`src/rtl/core/metropolis_path_site_update_defines.svh`:
```
// Assertion macros for the site update block.
// Each use expects i_clk and i_rst_n in the enclosing module.
`ifndef METROPOLIS_PATH_SITE_UPDATE_DEFINES_SVH
`define METROPOLIS_PATH_SITE_UPDATE_DEFINES_SVH
`ifndef SYNTHESIS
`define MPSU_ASSERT(lbl, prop) \
    lbl: assert property (@(posedge i_clk) disable iff (!i_rst_n) prop) \
        else $error("mpsu assertion failed");
`define MPSU_ASSERT_ALWAYS(lbl, prop) \
    lbl: assert property (@(posedge i_clk) prop) \
        else $error("mpsu assertion failed");
`else
`define MPSU_ASSERT(lbl, prop)
`define MPSU_ASSERT_ALWAYS(lbl, prop)
`endif
`endif

```
`src/rtl/core/mpsu_pkg.sv`:
```
package mpsu_pkg;

    localparam int MAX_SITES      = 512;
    localparam int ADDR_W         = $clog2(MAX_SITES);
    localparam int LEN_W          = ADDR_W + 1;
    localparam int EXP_TABLE_BITS = 8;
    localparam int TABLE_SIZE     = 1 << EXP_TABLE_BITS;

    localparam logic [31:0] SEED_RESET = 32'd123456789;
    localparam logic [31:0] RNG_Y_INIT = 32'd362436069;
    localparam logic [31:0] RNG_Z_INIT = 32'd521288629;
    localparam logic [31:0] RNG_W_INIT = 32'd88675123;
    localparam logic [31:0] RNG_MASK   = 32'h7FFF_FFFF;
    localparam int          RNG_SHL    = 11;
    localparam int          RNG_SHR    = 19;
    localparam int          RNG_SHT    = 8;

    localparam logic [16:0] LOG2E_Q16 = 17'd94548;

    // configuration register indexes
    localparam logic [2:0] CFG_STEP_SIZE = 3'd0;
    localparam logic [2:0] CFG_SPACING   = 3'd1;
    localparam logic [2:0] CFG_INV_SPACE = 3'd2;
    localparam logic [2:0] CFG_PATH_LEN  = 3'd3;
    localparam logic [2:0] CFG_SEED      = 3'd4;

    // operation codes
    localparam logic [1:0] OP_WRITE  = 2'd0;
    localparam logic [1:0] OP_UPDATE = 2'd1;
    localparam logic [1:0] OP_READ   = 2'd2;
    localparam logic [1:0] OP_NOP    = 2'd3;

    typedef logic [TABLE_SIZE-1:0][31:0] t_exp_tab;

    function automatic logic [63:0] isqrt64(logic [63:0] v);
        logic [63:0] res;
        logic [63:0] bitv;
        logic [63:0] rem;
        res  = '0;
        rem  = v;
        bitv = 64'd1 << 62;
        for (int i = 0; i < 32; i++) begin
            if (bitv > rem) bitv = bitv >> 2;
        end
        for (int i = 0; i < 32; i++) begin
            if (bitv != 0) begin
                if (rem >= res + bitv) begin
                    rem = rem - (res + bitv);
                    res = (res >> 1) + bitv;
                end else begin
                    res = res >> 1;
                end
                bitv = bitv >> 2;
            end
        end
        return res;
    endfunction

    // 2^-(k/TABLE_SIZE) in Q1.31, built at elaboration
    function automatic t_exp_tab exp_table_build();
        t_exp_tab    tab;
        logic [63:0] q;
        logic [63:0] t;
        q = 64'd1 << 30;
        for (int i = 0; i < EXP_TABLE_BITS; i++) q = isqrt64(q << 31);
        t = 64'd1 << 31;
        for (int k = 0; k < TABLE_SIZE; k++) begin
            tab[k] = t[31:0];
            t = (t * q + (64'd1 << 30)) >> 31;
        end
        return tab;
    endfunction

    localparam t_exp_tab EXP_TABLE = exp_table_build();

endpackage

```
`src/rtl/core/mpsu_rng.sv`:
```
module mpsu_rng
    import mpsu_pkg::*;
(
    input  logic        i_clk,
    input  logic        i_rst_n,
    input  logic        i_load,
    input  logic [31:0] i_seed,
    input  logic        i_step,
    output logic [30:0] o_word
);

    logic [31:0] r_x, r_y, r_z, r_w;
    logic [31:0] t;
    logic [31:0] n_w;

    always_comb begin
        t   = r_x ^ (r_x << RNG_SHL);
        n_w = (r_w ^ (r_w >> RNG_SHR) ^ (t ^ (t >> RNG_SHT))) & RNG_MASK;
    end

    always_ff @(posedge i_clk) begin
        if (!i_rst_n) begin
            r_x <= SEED_RESET;
            r_y <= RNG_Y_INIT;
            r_z <= RNG_Z_INIT;
            r_w <= RNG_W_INIT;
        end else if (i_load) begin
            r_x <= i_seed;
            r_y <= RNG_Y_INIT;
            r_z <= RNG_Z_INIT;
            r_w <= RNG_W_INIT;
        end else if (i_step) begin
            r_x <= r_y;
            r_y <= r_z;
            r_z <= r_w;
            r_w <= n_w;
        end
    end

    assign o_word = r_w[30:0];

endmodule
```
`config.mk`:
```
export PLATFORM = sky130hd
export DESIGN_NAME = mpsu_rng
export DESIGN_NICKNAME = d
export VERILOG_FILES = /design/src/rtl/core/metropolis_path_site_update_defines.svh /design/src/rtl/core/mpsu_pkg.sv /design/src/rtl/core/mpsu_rng.sv
export SDC_FILE = /design/constraint.sdc
export NUM_CORES = 1
export LEC_CHECK = 0
export BUFFER_PORTS_ARGS = -buffer_cell sky130_fd_sc_hd__buf_2
export CAP_MARGIN = 0
export CORE_MARGIN = 3
export CORE_UTILIZATION = 52
export CTS_CLUSTER_SIZE = 24
export DETAILED_ROUTE_END_ITERATION = 8
export HOLD_SLACK_MARGIN = 0.02
export PLACE_DENSITY = 0.8
export SYNTH_ARGS = -nofsm -noshare
export SYNTH_HDL_FRONTEND = slang
export SYNTH_SLANG_ARGS = --single-unit
export TNS_END_PERCENT = 1
```
`constraint.sdc`:
```
create_clock -name i_clk -period 1.2 [get_ports i_clk]
set_input_delay 0.18 -clock i_clk [delete_from_list [all_inputs] [get_ports i_clk]]
set_output_delay 0.18 -clock i_clk [all_outputs]
set_load 0.01 [all_outputs]
```
==> impl_summary.md, run 1 <==
Min path
Counting instances, the worst hold path has a depth of 4. The path category of the worst min-delay check is in2reg. The worst hold path terminates at r_x[13]. The worst hold path begins at i_seed[13].

Routing
The vias after detailed routing is 4606. Dividing the detail-routed wire length by the instance count gives 18.57 um. The first-pass iteration count of the detailed router is 5. In the routed design, unresolved DRC markers number 0. The count of nets left with antenna violations once routing finished came out at 0. The sum of routed wire segments on met1 is 5.967 mm. The first routing iteration left 184 violations. The highest routed metal layer is met4.

The routed design uses 8.387 mm of met2 wire. The total length of routed met3 wires is 773 um. Dividing the detail-routed via count by the number of cells gives 5.483. The total length of routed wires is 15.60 mm.

STA
The number of slew-limit violations in the final report is 0. The clock period minus final worst setup slack is 1.311 ns. The final-report hold violation count is 0. The final-report setup violation count is 25. For the final database, setup skew stands at 0.006494 ns. In this run the tightest slew margin relative to its limit is 0.8003. Summed over all failing endpoints, the final setup total negative slack is -1.358 ns. The fmax is 0.7627 GHz. For the pin with the worst max-slew slack, the measured transition is 0.2964 ns. Of the available clock period, the critical path in the final layout requires 1.093.

Setup repair after global routing could not meet its margin everywhere. Setup slack on the critical path of the routed design comes to -0.1112 ns.

Placed design
Detailed placement ended at an HPWL of 8.895 mm. The weighted congestion at the end of routability-driven global placement is 0.8052. Buffers placed on the I/O ports in this run total 66.

Clock network
The CTS tree is yes. The clock passes through at most 2 buffers. In this run, CTS created clock tree buffers numbering 17. For the worst-skew pair, the clock arrives at the later sink with an insertion delay of 0.51 ns. The clock root buffer master is clkbuf_8. After clock tree synthesis, the clock-pin slew on the worst setup and hold paths is 0.06 ns.

The number of H-tree levels is 4. The number of clock sinks is 125.

Final layout
The area of the multi-input gates is 3033 um^2. In the final layout, flip-flops and latches occupy 2625 um^2. The final net count is 734. The number of diodes is 0. The layout filler cell count is 547. Compared with the post-synthesis result, the final layout area differs by 44.02%.

The layout cell share with drive strength beyond 1 is 0.3904.

Floorplan
The area enclosed by the die boundary is 11620 um^2. The initial core utilization is 0.5436. The row count is 36.

During I/O placement, the number of pins put on the boundary was 67. Measured along the y axis, the die boundary spans 107.8 um. In this run the standard cell core region covers 9910 um^2. The die is 107.8 um wide.

Run status
The run finished, with violations left. The final reports fail on setup timing.

Worst setup path
The terminus of the critical flop-to-flop path is r_w[21]. In this run the worst path has a maximum fanout of 3. The worst setup path is captured at a flop. STA puts the critical path data arrival time at 1.74 ns.

The setup check on the worst reg-to-reg path leaves a slack of -0.11 ns. The kind of critical path is reg2reg. The worst setup path is launched from a flop. The most critical setup path has its startpoint at r_x[21]. The worst reg-to-reg path cell count is 4. The worst register-to-register path begins at r_x[21].

Data on the critical path is required at its endpoint by 1.63 ns.

Power and ir drop
In this run the static leakage power is 0.003361 uW. In this run the power density over the cells is 1438 nW/um^2. Power comes to 11160 uW.

The maximum VDD drop is 1.061 mV.

Yosys
After technology mapping, the gate count stands at 550. Yosys mapped a number of flops with a built-in enable equal to 0. The unique cell type count in the Yosys netlist is 23.

Yosys attributes the largest share of cell area to dfxtp_1, mux2i_1, xnor2_1, nand2_1, xor2_1. The cell type with the largest total area after synthesis is dfxtp_1. The number of synthesis warnings is 0. The sequential element share of the synthesized area is 0.4646.

Among all flip-flop cells after synthesis, the most frequent one is dfxtp_1. The number of synthesized register bits is 125. The synthesized netlist net count is 586. Sorting the synthesized cells by how often they occur yields dfxtp_1, mux2i_1, nand2_1. The mean cell area of the mapped netlist is 9.793 um^2. After synthesis, the share of flip-flops with an asynchronous set or reset is 0. The share of Yosys cell area claimed by the top area cell type is 0.4646.

In this run the cell area of the synthesized design comes to 5386 um^2. The most common cell in the synthesized netlist is dfxtp_1.

Run
The count of maximum capacitance violations is 0.

Global route
Global routing finished with a remaining overflow of 0. The wire length of the first global-routing pass is 23.07 mm. The via count of the first global-routing pass came to 4679. Entering global routing, the biggest net connects 24 pins.

The initial antenna violation count is 0. The total routing usage reported by global routing is 0.2571.
[critical path: stages (launching register included)]
cell     delay (ns)
dfxtp_2        0.39
xor2_1         0.23
xnor2_1        0.11
or3_1          0.32
a21oi_1        0.18
[power by group]
| part | internal (uW) | switching, uW | leakage (uW) |
|---|---|---|---|
| Sequential | 4340 | 244 | 0.00103 |
| Combinational | 968 | 828 | 0.00206 |
| Clock | 3000 | 1770 | 0.000264 |
| Total | 8310 | 2850 | 0.00336 |
[cell type report]
| class | count | area share |
|---|---|---|
| Clock buffer | 20 | 0.05742 |
| Sequential cell | 125 | 0.3384 |
| Inverter | 1 | 0.0004839 |
| Clock inverter | 8 | 0.01226 |
| Timing Repair Buffer | 163 | 0.1790 |
| Tap cell | 133 | 0.02145 |
| Multi-Input combinational cell | 390 | 0.3910 |
[registers in the layout (all words and copies together) (netlist names)]
register  flops
r_w          31
r_z          31
r_x          32
r_y          31
[worst max-delay path by stage]
stage	slack [ns]	cells past startpoint	end
after floorplan	-0.05	3	r_w[11]
after global placement	-0.13	4	r_w[14]
after detailed placement	-0.19	4	r_w[14]
after CTS	-0.09	2	o_word[22]
after global routing	-0.16	4	r_w[21]
final	-0.11	4	r_w[21]
[cell usage in the layout (no fill, tap or decap), drive strengths merged]
master,instances
and3,7
xnor3,2
nand2,68
or3,12
nand3b,5
bufinv,2
nor2,39
and2,15
nor2b,2
mux2i,93
nor3b,1
dlygate4sd3,30
inv,1
xnor2,35
xor2,28
o21ai,39
mux2,16
nand2b,1
clkbuf,20
clkinvlp,2
a21oi,21
nor3,5
buf,133
dfxtp,125
a31o,1
clkinv,4
[cells by family after synthesis]
group,Yosys count,synth area share
AOI/OAI and AO/OA,61,0.05738
muxes,109,0.2063
buffers and inverters,35,0.02764
DFF,125,0.4646
and+or+nand+nor,155,0.1305
xor gates and xnor gates,65,0.1136
[through the flow]
stage / setup slack, ns / util / hold WS [ns] / instance area, um^2 / instances
global placement: -0.1292 / 0.6328 / 0.3923 / 6271 / 779
detailed placement: -0.1886 / 0.6328 / 0.4004 / 6271 / 779
finish: -0.1112 / 0.7828 / 0.03831 / 7757 / 840
global route: -0.1618 / 0.7828 / 0.01345 / 7757 / 840
floorplan: -0.04597 / - / 0.3017 / 5395 / 550
CTS: -0.08842 / 0.7500 / 0.02037 / 7432 / 839
[routing by layer]
metal,GRT usage,vias up
met4,0.08025,0
li1,-,2138
met1,0.2847,2233
met2,0.4747,189
met3,0.06959,46
met5,0,-
[timing repair]
item	4_1_cts	5_1_grt
setup endpoints to repair	53	56
endpoints found under the hold margin	30	0
gates resized for setup	99	64
setup buffers	2	1
hold buffers	30	0
pin swaps	8	8
No activity file was read; power rests on OpenSTA's default activity.
==> inputs of run 2 (changes only) <==
- CORE_UTILIZATION: 52 -> 60
- PLACE_DENSITY: 0.8 -> 0.82
- clock period: 1.2 -> 1.7 ns (I/O delays scaled with it)
==> impl_summary.md, run 2 (same netlist as run 1, synthesis figures left out) <==
Global route
The pin count of the biggest net entering global routing is 38 (+58%). The wire length of the first global-routing pass came to 20.71 mm (-10%). The final global-route overflow total is 0 (unchanged). The total routing usage reported by global routing is 0.2637 (+0.006587). The via count of the first global-routing pass is 4174 (-11%). The initial antenna violation count was 0 (unchanged).

Routing
The total length of routed wires was 12.58 mm (-19%). The number of design rule violations left after detail routing is 0 (unchanged). The average wire per cell in the routed design is 16.78 um (-9.7%). The first-pass iteration count of the detailed router is 5 (unchanged). The ratio of routed vias to standard cells is 5.495 (+0.21%). The vias after detailed routing came to 4121 (-11%).

The antenna violation net count after detailed routing is 0 (unchanged). The initial detailed-routing violation count is 138 (-25%).

Run
The count of maximum capacitance violations came to 0 (unchanged).

Power and ir drop
The power density over cell area is 1198 nW/um^2 (-17%). The maximum VDD drop is 0.7712 mV (-27%). The leakage component of the power was 0.002932 uW (-13%).

Worst setup path
The worst reg-to-reg path cell count is 4 (unchanged). The type of destination of the critical path is a flop. The kind of critical path is reg2reg.

The worst register-to-register path ends at r_x[4]. The worst path required time is 2.09 ns (+0.46 ns). The reg-to-reg startpoint is r_x[4].

The critical path arrival came to 1.98 ns (+0.24 ns). The internal reg-to-reg setup slack is 0.11 ns (+0.22 ns). The element type at the critical path start is a flop.

The largest fanout on the critical path came to 4 (+1).

Placed design
The sum of net half-perimeters after detailed placement was 7.840 mm (-12%). The weighted congestion at the end of routability-driven global placement is 0.7612 (-5.5%). The number of buffer cells added on primary ports is 66 (unchanged).

Floorplan
The placeable core region is 8464 um^2 (-15%). The boundary pin count came to 67 (unchanged). The die extent in x came to 100.8 um (-6.5%). The initial core utilization is 0.6364 (+0.09280).

The area enclosed by the die boundary came to 10150 um^2 (-13%). The row count came to 33 (-8.3%). The die outline height is 100.8 um (-6.5%).

Final layout
The layout cell share with drive strength beyond 1 came to 0.2031 (-0.1873). The top cell types in the final layout, fill and taps aside, are dfxtp_1, mux2i_1, nand2_1, buf_2. The area growth from synthesis to layout is 24.13%. The number of diodes is 0 (unchanged). The fraction of the core area covered by cells at the end of the flow is 0.7899 (+0.007120). The most common cell after layout, fill and taps aside is dfxtp_1. The register with the most flip-flops is r_x. The layout filler cell count is 528 (-3.5%). The flip-flop count of the largest register after layout came to 32 (unchanged).

The area used by sequential logic in the layout is 2502 um^2 (-4.7%). The area of the multi-input gates was 2740 um^2 (-9.7%). The final net count was 668 (-9.0%).

Clock network
The clock edge transition at the registers on the reported setup and hold paths is 0.06 ns (about the same). The latest clock arrival within the worst-skew pair is 0.52 ns (about the same). The number of clock sinks is 125 (unchanged). The CTS tree is yes.

The number of buffers inserted to repair setup after CTS is 0 (-2). The total of cells resized after clock tree synthesis is 0 (-100%). The clock root buffer master is clkbuf_8. The number of H-tree levels came to 4 (unchanged). The number of buffers inserted during clock tree synthesis came to 17 (unchanged). The number of buffers on the longest clock path is 2 (unchanged).

STA
The worst slew margin relative to its limit came to 0.6163 (-0.1840). The number of slew-limit violations in the final report is 0 (unchanged). The clock period minus final worst setup slack is 1.588 ns (+0.2765 ns). The setup skew after layout is 0.009303 ns (+0.002809 ns). Setup repair after global routing left no endpoint under its margin.

The final-report setup violation count is 0 (-100%). The final-report hold violation count is 0 (unchanged). The accumulated negative setup slack is 0 ns (+1.358 ns).

The period utilization is 0.9340 (-0.1587). The fmax was 0.6298 GHz (-17%). The actual slew at the worst max-slew pin is 0.5714 ns (+0.2750 ns).

Min path
The worst hold path stage count came to 3 (-1). The sink of the worst hold path is r_x[0]. The path category of the worst min-delay check is in2reg. The startpoint of the tightest hold check path is i_seed[0].

Run status
The run finished with clean final reports.
[run 2: changes by cell type in the layout (fill, tap and decap cells not counted), moves of 10 or more]
cell,previous run,this run
dfxtp_2,38,0
buf_6,38,0
dfxtp_4,20,0
buf_2,36,65
xnor2_1,23,35
buf_4,56,10
dlygate4sd3_1,30,17
xor2_1,12,26
dfxtp_1,67,125
xnor2_2,10,0
xor2_2,13,2
[run 2: how the worst max path moves through the flow]
| stage | startpoint | cells after the start | endpoint |
|---|---|---|---|
| 2_1_floorplan | i_step | 5 | r_x[14] |
| 3_3_place_gp | r_x[22] | 4 | r_w[14] |
| 3_5_place_dp | r_x[11] | 4 | r_w[14] |
| 4_1_cts | r_x[4] | 4 | r_x[4] |
| 5_1_grt | r_x[4] | 4 | r_x[4] |
| 6_report | r_x[4] | 4 | r_x[4] |
[run 2: layer usage]
| metal | share of wire | track usage | up-vias |
|---|---|---|---|
| met4 | 0.011 | 0.06839 | 0 |
| li1 | - | - | 2020 |
| met5 | 0 | 0 | - |
| met3 | 0.057 | 0.07474 | 15 |
| met2 | 0.51 | 0.4547 | 124 |
| met1 | 0.42 | 0.3232 | 1962 |
[run 2: repair_timing]
action,CTS,global route
endpoints found under the hold margin,16,0
hold buffers,17,0
endpoints found under the setup margin,0,0
[run 2: final cells by class]
cell class                      instances  share of cell area
Tap cell                              105             0.01965
Sequential cell                       125              0.3743
Clock buffer                           21             0.06718
Inverter                                1           0.0005614
Timing Repair Buffer                   97              0.1003
Clock inverter                         11             0.02826
Multi-Input combinational cell        390              0.4098
[run 2: through the flow]
| stage | power [uW] | instances | instance area, um^2 | hold WS [ns] | worst slack [ns] |
|---|---|---|---|---|---|
| after floorplan | 3861 | 550 | 5386 | 0.3767 | 0.3311 |
| after global placement | 4088 | 701 | 5878 | 0.4485 | 0.2867 |
| after detailed placement | 4125 | 701 | 5878 | 0.4575 | 0.2745 |
| after CTS | 8036 | 750 | 6686 | 0.02491 | 0.1314 |
| after global routing | 8297 | 750 | 6686 | 0.03545 | 0.04451 |
| final | 8011 | 750 | 6686 | 0.03319 | 0.1123 |
[run 2: worst max-delay path, cell delays in order (launching register included)]
cell and delay [ns]:
dfxtp_1 0.37, mux2_2 0.30, mux2i_1 0.16, nand2_1 0.07, dlygate4sd3_1 0.57
[run 2: report_power, final]
| part | switching (uW) | total, uW | internal, uW |
|---|---|---|---|
| Combinational | 467 | 927 | 460 |
| Sequential | 134 | 3200 | 3060 |
| Clock | 1290 | 3890 | 2600 |
| Total | 1890 | 8010 | 6120 |
==> inputs of run 3 (changes only) <==
- CELL_PAD_IN_SITES_DETAIL_PLACEMENT: default -> 1
- CELL_PAD_IN_SITES_GLOBAL_PLACEMENT: default -> 2
- CORE_UTILIZATION: 60 -> 39
- PLACE_DENSITY: 0.82 -> 0.95
==> impl_summary.md, run 3 (same netlist as run 1, synthesis figures left out) <==
Run status
The run finished with clean final reports.

Min path
The tightest min-delay check is of the in2reg type. The worst hold path terminates at r_x[2]. The startpoint identified for the worst hold timing path is i_seed[2]. The worst hold path stage count is 3 (unchanged).

Floorplan
The initial core utilization came to 0.4020 (-0.2344). The placeable core region came to 13400 um^2 (+58%). The die extent in x is 123.5 um (+23%).

The boundary pin count came to 67 (unchanged). The die outline height was 123.5 um (+23%). The row count is 42 (+27%). The area enclosed by the die boundary is 15260 um^2 (+50%).

Clock network
The number of clock sinks came to 125 (unchanged). The clock root buffer master is clkbuf_16. The total of cells resized after clock tree synthesis is 0 (unchanged). TritonCTS built the clock tree. The number of buffers on the longest clock path came to 2 (unchanged). The number of buffers inserted during clock tree synthesis is 17 (unchanged). The clock edge transition at the registers on the reported setup and hold paths is 0.05 ns (about the same).

The number of buffers inserted to repair setup after CTS is 0 (unchanged). The latest clock arrival within the worst-skew pair is 0.42 ns (-0.10 ns). The number of H-tree levels is 4 (unchanged). The count of hold-fix buffers inserted at cts is 0 (-17).

Worst setup path
The largest fanout on the critical path is 4 (unchanged). Walking the worst path, the cells encountered are xnor2_1, xnor3_1, a21oi_1, a31o_2. The slowest stage of the critical path belongs to the cell xnor3_1.

The worst path required time is 2.06 ns (-0.03 ns). The internal reg-to-reg setup slack is 0.23 ns (+0.12 ns). The type of destination of the critical path is a flop. The element type at the critical path start is a flop. The worst reg-to-reg path cell count was 4 (unchanged). The worst setup path is of the reg2reg kind. The critical path arrival was 1.83 ns (-0.15 ns). The stage delay of the slowest cell on the critical path is 0.41 ns (-0.16 ns).

The reg-to-reg startpoint is r_x[8]. The worst register-to-register path ends at r_w[11].

Final layout
The count of non-filler cells in the finished layout came to 807 (+7.6%). The layout filler cell count is 1555 (+190%). The number of diodes is 0 (unchanged). The library cell used most frequently in the layout, excluding fill and tap cells, is dfxtp_1. Relative to the synthesized area, the layout overhead comes to 20.86%. The layout cell share with drive strength beyond 1 is 0.2092 (+0.006091).

The flip-flop count of the largest register after layout is 32 (unchanged). The top cell types in the final layout, fill and taps aside, are dfxtp_1, mux2i_1, nand2_1, buf_2. r_x holds more flip-flops than any other register. The final net count is 654 (-2.1%).

STA
The actual slew at the worst max-slew pin is 0.3933 ns (-0.1781 ns). The fmax was 0.6802 GHz (+8.0%). The number of slew-limit violations in the final report is 0 (unchanged). The worst slew margin relative to its limit is 0.7359 (+0.1196). Setup repair after global routing left no endpoint under its margin. The final worst slack is 0.2299 ns (+0.1176 ns). The clock period minus final worst setup slack is 1.470 ns (-0.1176 ns). The period utilization was 0.8648 (-0.06918). The accumulated negative setup slack is 0 ns (unchanged). The setup skew after layout is 0.009621 ns (+0.0003176 ns). The final-report hold violation count is 0 (unchanged). The final-report setup violation count is 0 (unchanged).

Global route
The pin count of the biggest net entering global routing is 33 (-13%). The total routing usage reported by global routing is 0.1925 (-0.07114). The initial antenna violation count is 0 (unchanged). The final global-route overflow total is 0 (unchanged). The wire length of the first global-routing pass is 22.40 mm (+8.2%). The via count of the first global-routing pass is 4413 (+5.7%).

Power and ir drop
The leakage component of the power is 0.002830 uW (-3.5%). The maximum VDD drop is 0.6508 mV (-16%). The overall power of the completed layout is 7355 uW (-8.2%). The power density over cell area is 1130 nW/um^2 (-5.7%).

Routing
The first-pass iteration count of the detailed router came to 4 (-1). The antenna violation net count after detailed routing is 0 (unchanged). The average wire per cell in the routed design is 17.23 um (+2.7%). The total length of routed wires is 13.90 mm (+10%). The ratio of routed vias to standard cells is 5.109 (-7.0%). The initial detailed-routing violation count is 268 (+94%).

The vias after detailed routing came to 4123 (+0.049%). The number of design rule violations left after detail routing is 0 (unchanged).

Run
The count of maximum capacitance violations is 0 (unchanged).

Placed design
The count of placed standard cells including taps is 775 (+11%). The sum of net half-perimeters after detailed placement was 9.832 mm (+25%). The weighted congestion at the end of routability-driven global placement is 0.7629 (+0.22%). The number of buffer cells added on primary ports is 66 (unchanged).

The worst setup slack after placement is 0.2681 ns (-0.006450 ns).
## run 3: power by group
group          total (uW)  internal (uW)  switching, uW
sequential           3200           3060            138
clock                3250           2000           1250
combinational         908            439            469
## run 3: critical path, delay by kind of cell (launching register included)
family | cells | cell delay, ns
compound gates | 2 | 0.32
xor+xnor | 2 | 0.72
flops | 1 | 0.37
## run 3: stage by stage
stage | area [um^2] | util | hold WS, ns
after global routing | 6510 | 0.4858 | 0.06422
final | 6510 | 0.4858 | 0.05517
after global placement | 5977 | 0.4460 | 0.4485
after detailed placement | 5977 | 0.4460 | 0.4623
after CTS | 6510 | 0.4858 | 0.03325
after floorplan | 5386 | - | 0.3767
## run 3: routing by layer
layer  GRT usage  up-vias  part of all wire
met3     0.04346       20             0.033
li1            -     1985                 -
met5           0        -                 0
met4     0.08028        0             0.021
met1      0.2217     2053              0.43
met2      0.3425       65              0.51
## run 3: worst max-delay path by stage
stage,slack (ns),to,startpoint,depth (start not counted)
final,0.23,r_w[11],r_x[8],4
after global routing,0.13,r_w[11],r_x[8],4
after CTS,0.25,r_w[11],r_x[8],4
after detailed placement,0.27,r_w[11],r_x[8],3
after global placement,0.31,r_w[11],r_x[8],3
after floorplan,0.33,r_x[14],i_step,5
## run 3: area by class of cell
cell class | count | area, um^2 | area share
Multi-Input combinational cell | 390 | 2740 | 0.4209
Tap cell | 176 | 220.2 | 0.03383
Sequential cell | 125 | 2502 | 0.3844
Timing Repair Buffer | 83 | 510.5 | 0.07842
Clock buffer | 25 | 495.5 | 0.07611
Clock inverter | 7 | 37.54 | 0.005766
Inverter | 1 | 3.754 | 0.0005766
